`config.mk`:
```
export PLATFORM = sky130hd
export DESIGN_NAME = cbf_ctrl
export DESIGN_NICKNAME = d
export VERILOG_FILES = /design/src/hdl/cbf_pkg.sv /design/src/hdl/cbf_ctrl.sv
export SDC_FILE = /design/constraint.sdc
export NUM_CORES = 1
export LEC_CHECK = 0
export BUFFER_PORTS_ARGS = -buffer_cell sky130_fd_sc_hd__buf_2
export CAP_MARGIN = 40
export CORE_AREA = 2 2 39 41
export CTS_BUF_LIST = sky130_fd_sc_hd__clkbuf_4 sky130_fd_sc_hd__clkbuf_8
export CTS_CLUSTER_DIAMETER = 200
export DETAILED_ROUTE_END_ITERATION = 7
export DIE_AREA = 0 0 41 43
export SKIP_CTS_REPAIR_TIMING = 1
export SLEW_MARGIN = 30
export SYNTH_ARGS = -nofsm -noshare
export SYNTH_HDL_FRONTEND = slang
export SYNTH_SLANG_ARGS = --single-unit
```
`constraint.sdc`:
```
create_clock -name aclk -period 1.1 [get_ports aclk]
set_input_delay 0.11 -clock aclk [delete_from_list [all_inputs] [get_ports aclk]]
set_output_delay 0.11 -clock aclk [all_outputs]
set_load 0.02 [all_outputs]
```
`src/hdl/cbf_pkg.sv`:
```
`timescale 1ns / 1ps
`default_nettype none
package cbf_pkg;
    localparam int CoordW = 20;
    localparam int TolW = 16;

    typedef logic signed [CoordW-1:0] coord_t;

    typedef struct packed {
        coord_t [3:0] x;
        coord_t [3:0] y;
    } piece_t;

    typedef struct packed {
        logic load;
        logic test_start;
        logic split;
        logic pop;
    } cbf_cmd_t;

    typedef struct packed {
        logic test_done;
        logic is_flat;
        logic at_cap;
        logic stack_empty;
    } cbf_sts_t;

    function automatic coord_t half_sum(coord_t a, coord_t b);
        logic signed [CoordW:0] s;
        s = {a[CoordW-1], a} + {b[CoordW-1], b};
        return s[CoordW:1];
    endfunction
endpackage
`default_nettype wire

```
`src/hdl/cbf_ctrl.sv`:
```
`timescale 1ns / 1ps
`default_nettype none
module cbf_ctrl (
    input  wire logic              aclk,
    input  wire logic              aresetn,
    input  wire logic              s_tvalid,
    output logic                   s_tready,
    output logic                   emit,
    output logic                   emit_last,
    input  wire logic              out_free,
    output cbf_pkg::cbf_cmd_t      cmd,
    input  wire cbf_pkg::cbf_sts_t sts
);
    localparam logic [2:0] S_IDLE = 3'd0;
    localparam logic [2:0] S_DECIDE = 3'd1;
    localparam logic [2:0] S_TEST = 3'd2;
    localparam logic [2:0] S_EMIT = 3'd3;
    localparam logic [2:0] S_END = 3'd4;

    logic [2:0] state_reg, state_next;

    always_comb begin
        state_next = state_reg;
        cmd = '0;
        emit = 1'b0;
        emit_last = 1'b0;
        s_tready = state_reg == S_IDLE;
        unique case (state_reg)
            S_IDLE: if (s_tvalid) begin
                cmd.load = 1'b1;
                state_next = S_DECIDE;
            end
            S_DECIDE: begin
                if (sts.at_cap) state_next = S_EMIT;
                else begin
                    cmd.test_start = 1'b1;
                    state_next = S_TEST;
                end
            end
            S_TEST: if (sts.test_done) begin
                if (sts.is_flat) state_next = S_EMIT;
                else begin
                    cmd.split = 1'b1;
                    state_next = S_DECIDE;
                end
            end
            S_EMIT: if (out_free) begin
                emit = 1'b1;
                if (sts.stack_empty) state_next = S_END;
                else begin
                    cmd.pop = 1'b1;
                    state_next = S_DECIDE;
                end
            end
            S_END: if (out_free) begin
                emit = 1'b1;
                emit_last = 1'b1;
                state_next = S_IDLE;
            end
            default: state_next = S_IDLE;
        endcase
    end

    always_ff @(posedge aclk) begin
        if (!aresetn) state_reg <= S_IDLE;
        else state_reg <= state_next;
    end
endmodule
`default_nettype wire

```
; ---- Word level (Yosys, flattened, before mapping)
; Index checks and enable logic that the tools add are counted.
; Widths: inputs -> output; s select.
[word_totals]
reg_bits = 3
latchBits = 0
ramBits = 0
mem_bits_ro = 0
elab_cells = 33
mem_count = 0
[op_classes]
add_sub_neg = 0
multipliers = 0
div_mod_pow = 0
magnitude_cmp = 0
n_eq_ne = 8
shifts = 0
n_mux = 21
n_bitwise = 0
reduce_logical = 3
[op_table]
columns = cell, count
row1 = $mux 3, 5
row2 = $pmux 3 s5, 1
row3 = $mux 1, 14
row4 = $ne 2x2->1 const B, 4
row5 = $eq 3x2->1 const B, 2
row6 = $reduce_and 4->1, 1
row7 = $eq 3x1->1 const B, 1
row8 = $eq 3x3->1 const B, 1
row9 = $logic_not 3->1, 1
row10 = $mux 2, 1
row11 = $reduce_or 2->1, 1

; ---- Longest topological paths before layout
; Gate-level depths: netlist (run 1).
[logic_depth]
depth_word = 3
ltp_mapped = 4
ltp_nobuf = 3

; ---- Worst setup path before layout (run 1)
; No wires, ideal clock.
[synth_timing]
kind = register to output
start = reg state_reg[0]
end = out cmd[3] (netlist name)
t_arrival_ns = 1.279
required_ns = 0.990
path_slack_ns = -0.289
stages_incl_launch_ff = 4
n_path_buf = 1
path_cell_list = dfxtp_1 > buf_6 > nor3_1 > and2_1
[synth_lines]
columns = item, line
row1 = start: declaration, cbf_ctrl.sv:20  ; logic [2:0] state_reg, state_next;
row2 = start signal: assignment, cbf_ctrl.sv:66  ; else state_reg <= state_next;
row3 = end: declaration, cbf_ctrl.sv:11  ; output cbf_pkg::cbf_cmd_t cmd,

; ---- Worst setup path in the final report (run 1)
[layout_timing]
start = reg state_reg[2]
end = out emit
[layout_via]
elab_chain_len = 3
elab_cells_between_ends = 4
[layout_lines]
columns = item, line
row1 = $eq 3x3->1 or $eq 3x2->1 (tied branches), cbf_ctrl.sv:28  ; unique case (state_reg)
row2 = $reduce_or 2->1 (no source line) (*), n/a
row3 = $mux 1 (*), n/a
row4 = end: declaration, cbf_ctrl.sv:8  ; output logic emit,
; Mark *: on every way between the ends. The rest lies on a longest branch, timed or not.

==> flow_summary.json, run 1 <==
{
  "ys_seq_area_share_pct": 26.1,
  "pin_count": 15,
  "hold_viol": 0,
  "r2r-start": "state_reg[2]",
  "met2_length_um": 350,
  "yosysWarnings": 0,
  "drive_gt1_share_pct": 66.0,
  "dieArea_sq_um": 1760,
  "final_common_cell": "buf_2",
  "critPathArrivalTime_ps": 1250,
  "htreeDepth": 1,
  "min_period_over_period_pct": 124,
  "crit_path_end_kind": "output port",
  "outcome": "complete, but fails checks",
  "postSynthCellCount": 29,
  "cp-start-kind": "flip-flop",
  "drt_pass1_iterations": 4,
  "max-cap-violations": 0,
  "gp_congestion": 0.708,
  "portBuffers": 14,
  "finalMaxSlewViolations": 0,
  "placedCellCount": 61,
  "die_h_um": 43,
  "mostFrequentLayoutCells": "buf_2 (8), buf_4 (6), buf_6 (5)",
  "wire_per_inst_um": 10.4,
  "setup_viol": 9,
  "grt_pass1_vias": 257,
  "critPathLaunch": "state_reg[2]",
  "cts_sinks": 3,
  "ant_nets": 0,
  "grt_pass1_wl_um": 945,
  "wl_met3_um": 48,
  "cp_max_fo": 4,
  "start_util_pct": 16.6,
  "die_x_um": 41,
  "num_vias": 290,
  "violations": "negative setup slack",
  "syn_nets": 37,
  "drtIter0Drc": 1,
  "wl_met1_um": 289,
  "max_freq_mhz": 733,
  "rows": 14,
  "hold_path.startpoint": "aresetn",
  "antenna_found_initial": 0,
  "hold_path_class": "in2reg",
  "critPathKind": "reg2out",
  "area_delta_synth_final_pct": 95.7,
  "power.density_nw_per_um2": 1190,
  "numCtsBuffers": 3,
  "grt_max_degree": 11,
  "drc": 0,
  "p_leak_nw": 0.198,
  "tightest_slew_ps": 306,
  "wirelength_um": 689,
  "cts_tree": "built",
  "routed.top_layer": "met3",
  "fin_skew_ps": 3.98,
  "nNetsFinal": 59,
  "tns_ps": -1240,
  "clock_latency_ps": 240,
  "diodes": 0,
  "clk_pin_slew_ps": 40,
  "vdd_drop_max_uv": 345,
  "syn_avg_cell_area_sq_um": 7.94,
  "cts_root_buffer": "clkbuf_4",
  "ys_seq_elements": 3,
  "gr-total-overflow": 0,
  "fin_crit_ps": 1360,
  "rsz0062_at_grt": "true",
  "final_cells": 66,
  "largest_reg_flops": 3,
  "ys_types": 21,
  "coreArea_sq_um": 1380,
  "avgViaCountPerCell": 4.39,
  "fin_ws_ps": -263,
  "grt_use_total_pct": 8.73,
  "required_ps": 990,
  "synth.cell_area_sq_um": 230,
  "relSlewSlack_pct": 79.1,
  "clock_path_buffers": 2
}
[power breakdown]
group          internal (mW)  switching [mW]
registers              0.120         0.00733
logic                 0.0952          0.0901
clock network          0.161          0.0622
[metal layers]
metal	up-vias	global-route usage [%]
met1	134	8.65
met3	0	3.14
met4	0	10.0
met2	9	12.2
li1	147	-
met5	-	0
[cell usage after synthesis]
| library cell | count | share of area (%) |
|---|---|---|
| o22a_1 | 1 | 3.8 |
| nand2b_1 | 1 | 2.7 |
| nor2b_1 | 1 | 2.7 |
| nand2_1 | 1 | 1.6 |
| or3b_4 | 1 | 4.9 |
| a22oi_1 | 1 | 3.3 |
| buf_6 | 2 | 9.8 |
| or2b_1 | 1 | 3.3 |
| nor4b_1 | 1 | 3.8 |
| a2111oi_0 | 1 | 3.8 |
| inv_1 | 2 | 3.3 |
| nor3_1 | 4 | 8.7 |
| nand3_1 | 1 | 2.2 |
| a211oi_1 | 1 | 3.3 |
| nand3b_1 | 1 | 3.3 |
| nor2_1 | 2 | 3.3 |
| a21oi_1 | 1 | 2.2 |
| and2_1 | 1 | 2.7 |
| o21ai_0 | 1 | 2.2 |
| dfxtp_1 | 3 | 26 |
| and2b_1 | 1 | 3.3 |
[kinds of logic (layout without fill, tap and decap cells)]
| family | Yosys count | in the layout | share of synthesized area (%) |
|---|---|---|---|
| AOI/OAI and AO/OA | 6 | 6 | 18.5 |
| and+or+nand+nor | 16 | 16 | 42.4 |
| DFF | 3 | 3 | 26.1 |
| buffers and inverters | 4 | 25 | 13.0 |
[worst max-delay path, stage by stage (launching register included)]
cell	delay (ps)
dfxtp_2	330
or3b_4	420
a21oi_4	140
buf_6	130
[final cells by class]
cell class                      instances  area (sq um)
Sequential cell                         3          62.6
Inverter                                2          7.51
Timing Repair Buffer                   19           141
Fill cell                             142           933
Multi-Input combinational cell         22           189
Clock buffer                            4          30.0
Tap cell                               16          20.0
[worst paths after layout]
check	to	slack, ps	cells after the start
worst max register to register	state_reg[2]	-20	3
worst min register to register	state_reg[0]	580	2
worst min-delay path	state_reg[2]	140	3
worst max-delay path	emit	-260	3
[stage by stage]
stage          power [mW]  utilization (%)  hold slack, ps  setup WS (ps)  cell area [sq um]
2_1_floorplan       0.233                -             259          -82.1                270
3_3_place_gp        0.271             26.6             362          -59.6                368
3_5_place_dp        0.273             26.6             372          -80.7                368
4_1_cts             0.503             28.8             124           -336                398
5_1_grt             0.566             32.5             164           -288                450
6_report            0.535             32.5             144           -263                450
(Power assumes the default switching activity.)
==> inputs of run 2 (changes only) <==
Settings changed: SKIP_LAST_GASP set to 1.
==> flow_summary.json, run 2 (synthesis results as in run 1) <==
{
  "outcome": "complete, but fails checks",
  "violations": "negative setup slack",
  "gr-total-overflow": 0,
  "tightest_slew_ps": 306,
  "critPathArrivalTime_ps": 1250,
  "wire_per_inst_um": 10.4,
  "rsz0062_at_grt": "true",
  "drt_pass1_iterations": 4,
  "worstSetupPathDepth": 3,
  "ant_nets": 0,
  "grt_max_degree": 11,
  "dieArea_sq_um": 1760,
  "grt_pass1_wl_um": 945,
  "hold_depth": 3,
  "clock_latency_ps": 240,
  "final_common_cell": "buf_2",
  "num_vias": 290,
  "mostFrequentLayoutCells": "buf_2 (9), buf_6 (5), buf_4 (5)",
  "area_delta_synth_final_pct": 94.6,
  "p_leak_nw": 0.198,
  "tns_ps": -1250,
  "min_period_over_period_pct": 124,
  "antenna_found_initial": 0,
  "r2r_cells": 3,
  "htreeDepth": 1,
  "diodes": 0,
  "worst-path-buf-inv": 1,
  "avgViaCountPerCell": 4.39,
  "grt_use_total_pct": 8.73,
  "grt_pass1_vias": 257,
  "nNetsFinal": 59,
  "rows": 14,
  "coreArea_sq_um": 1380,
  "drc": 0,
  "hold_viol": 0,
  "fin_ws_ps": -263,
  "cts_root_buffer": "clkbuf_4",
  "fin_skew_ps": 3.98,
  "vdd_drop_max_uv": 338,
  "cp-start-kind": "flip-flop",
  "crit_path_max_incr_delay_ps": 420,
  "max-cap-violations": 0,
  "numCtsBuffers": 3,
  "crit_path_end_kind": "output port",
  "relSlewSlack_pct": 79.1,
  "critPathKind": "reg2out",
  "drive_gt1_share_pct": 66.0,
  "portBuffers": 14,
  "fin_crit_ps": 1360,
  "required_ps": 990,
  "clk_pin_slew_ps": 40,
  "cp_max_fo": 4,
  "start_util_pct": 16.6,
  "max_freq_mhz": 733,
  "power.density_nw_per_um2": 1190,
  "die_x_um": 41,
  "drtIter0Drc": 1,
  "largest_reg_flops": 3,
  "crit_family": "simple AND/OR/NAND/NOR gates",
  "power_uw": 534,
  "clock_path_buffers": 2,
  "cts_tree": "built",
  "cp_slowest_cell": "or3b_4",
  "crit_chain": "or3b_4, a21oi_4, buf_6",
  "finalMaxSlewViolations": 0,
  "setup_viol": 9,
  "cts_sinks": 3,
  "pre_cts_slack_ps": -80.7,
  "hold_path_class": "in2reg",
  "hold_ws_ps": 144,
  "die_h_um": 43,
  "pin_count": 15,
  "gp_congestion": 0.708,
  "wirelength_um": 689
}
## run 2: final timing paths
path,slack (ps),from,endpoint
worst max-delay path,-260,state_reg[2],emit
worst min-delay path,140,aresetn,state_reg[2]
worst max register to register,-20,state_reg[2],state_reg[2]
worst min register to register,580,state_reg[2],state_reg[0]
## run 2: cell type report
cell class                      count  area [sq um]
Sequential cell                     3          62.6
Multi-Input combinational cell     22           189
Inverter                            2          7.51
Tap cell                           16          20.0
Timing Repair Buffer               19           139
Clock buffer                        4          30.0
Fill cell                         143           936
## run 2: layer usage
layer  vias up  track usage [%]  routed length (um)
li1        147                -                   -
met1       134             8.65                 290
met2         9             12.2                 350
met3         0             3.14                  48
met4         0             10.0                   0
met5         -                0                   0
## run 2: metrics by stage
step	util [%]	cell area (sq um)	instances
floorplan	-	270	29
global placement	26.6	368	61
detailed placement	26.6	368	61
CTS	28.8	398	65
global route	32.4	448	66
finish	32.4	448	66
## run 2: worst min-delay path, delay by kind of cell
kind | cells | cell delay, ps
buf+inv | 2 | 180
simple gates | 1 | 60
## run 2: report_power, final
part	total, mW	internal, mW	leakage (nW)	switching (mW)
combinational	0.184	0.0936	0.154	0.0899
clock	0.223	0.161	0.0184	0.0622
sequential	0.127	0.120	0.0254	0.00733
==> inputs of run 3 (changes only) <==
Clock period 1.1 ns to 1.4 ns, I/O delays scaled along.
==> flow_summary.json, run 3 (synthesis results as in run 1) <==
{
  "start_util_pct": 16.6,
  "critPathKind": "reg2out",
  "crit_path_end_kind": "output port",
  "drt_pass1_iterations": 2,
  "power_uw": 398,
  "cts_root_buffer": "clkbuf_4",
  "nNetsFinal": 59,
  "drtIter0Drc": 1,
  "p_sw_share_pct": 30.2,
  "portBuffers": 14,
  "num_vias": 282,
  "final_common_cell": "buf_2",
  "die_h_um": 43,
  "ant_nets": 0,
  "mostFrequentLayoutCells": "buf_2 (12), buf_4 (6), clkbuf_4 (4)",
  "max_freq_mhz": 713,
  "hold_viol": 0,
  "cts_tree": "built",
  "p_seq_share_pct": 26.0,
  "multi_input_area_sq_um": 154,
  "final_cells": 66,
  "drc": 0,
  "rows": 14,
  "wire_per_inst_um": 9.61,
  "required_ps": 1260,
  "cp_max_fo": 7,
  "placedCellCount": 57,
  "area_delta_synth_final_pct": 73.9,
  "hold_path_class": "in2reg",
  "htreeDepth": 1,
  "setup_viol": 1,
  "gp_congestion": 0.742,
  "fin_skew_ps": 5.56,
  "p_leak_nw": 0.200,
  "area.sequential_sq_um": 71.3,
  "die_x_um": 41,
  "switchingPower_uw": 120,
  "finalMaxSlewViolations": 0,
  "min_period_over_period_pct": 100,
  "power.density_nw_per_um2": 993,
  "grt_pass1_wl_um": 834,
  "grt_max_degree": 12,
  "max-cap-violations": 0,
  "rsz0062_at_grt": "true",
  "grt_pass1_vias": 216,
  "numCtsBuffers": 3,
  "pin_count": 15,
  "relSlewSlack_pct": 75.5,
  "critPathArrivalTime_ps": 1260,
  "largest_reg_flops": 3,
  "fill_cells": 161,
  "diodes": 0,
  "violations": "negative setup slack",
  "cp-start-kind": "flip-flop",
  "clock_latency_ps": 240,
  "clkPwrFrac_pct": 45.4,
  "power.internal_uw": 278,
  "fin_crit_ps": 1400,
  "gr-total-overflow": 0,
  "tightest_slew_ps": 359,
  "outcome": "complete, but fails checks",
  "grt_use_total_pct": 7.93,
  "clk_pin_slew_ps": 40,
  "fin_ws_ps": -2.33,
  "dieArea_sq_um": 1760,
  "clock_path_buffers": 2,
  "wirelength_um": 634,
  "cts_sinks": 3,
  "vdd_drop_max_uv": 282,
  "hold_ws_ps": 146,
  "coreArea_sq_um": 1380,
  "antenna_found_initial": 0,
  "combPwrFrac_pct": 28.7,
  "avgViaCountPerCell": 4.27,
  "drive_gt1_share_pct": 58.0
}
## run 3: worst max-delay path: stages, from the launching register on
cell     delay [ps]
dfxtp_4         370
or3b_4          390
a21oi_2         120
buf_4           140
## run 3: area by class of cell
class,count,area share (%)
multi-input combinational,22,38.4
timing repair buffer,19,29.4
sequential,3,17.8
clock buffer,4,7.50
tap,16,5.00
inverter,2,1.88
## run 3: path summary, 6_finish.rpt
path	startpoint	to	slack, ps	cells after the start
worst max-delay path	state_reg[2]	emit	-2	3
worst min-delay path	aresetn	state_reg[2]	150	3
worst max register to register	state_reg[1]	state_reg[0]	200	4
worst min register to register	state_reg[2]	state_reg[0]	470	1
## run 3: power groups by stage
stage / clock (mW) / sequential [mW] / combinational, mW
floorplan: 0 / 0.0978 / 0.0776
finish: 0.180 / 0.103 / 0.114
global placement: 0 / 0.110 / 0.0819
detailed placement: 0 / 0.111 / 0.0818
CTS: 0.184 / 0.109 / 0.0821
global route: 0.197 / 0.105 / 0.126
## run 3: layer usage
| layer | vias to the layer above | share of wire, % | GRT usage (%) |
|---|---|---|---|
| met2 | 13 | 50 | 10.0 |
| met1 | 123 | 36 | 7.72 |
| met5 | - | 0 | 0 |
| met4 | 0 | 2.4 | 8.00 |
| li1 | 144 | - | - |
| met3 | 2 | 12 | 5.76 |
## run 3: through the flow
step	util, %	cell area [sq um]	setup slack (ps)	TNS [ps]
2_1_floorplan	-	235	66.4	0
3_3_place_gp	21.9	303	166	0
3_5_place_dp	21.9	303	141	0
4_1_cts	24.1	333	-120	-340
5_1_grt	28.9	400	-62.6	-136
6_report	28.9	400	-2.33	-2.33
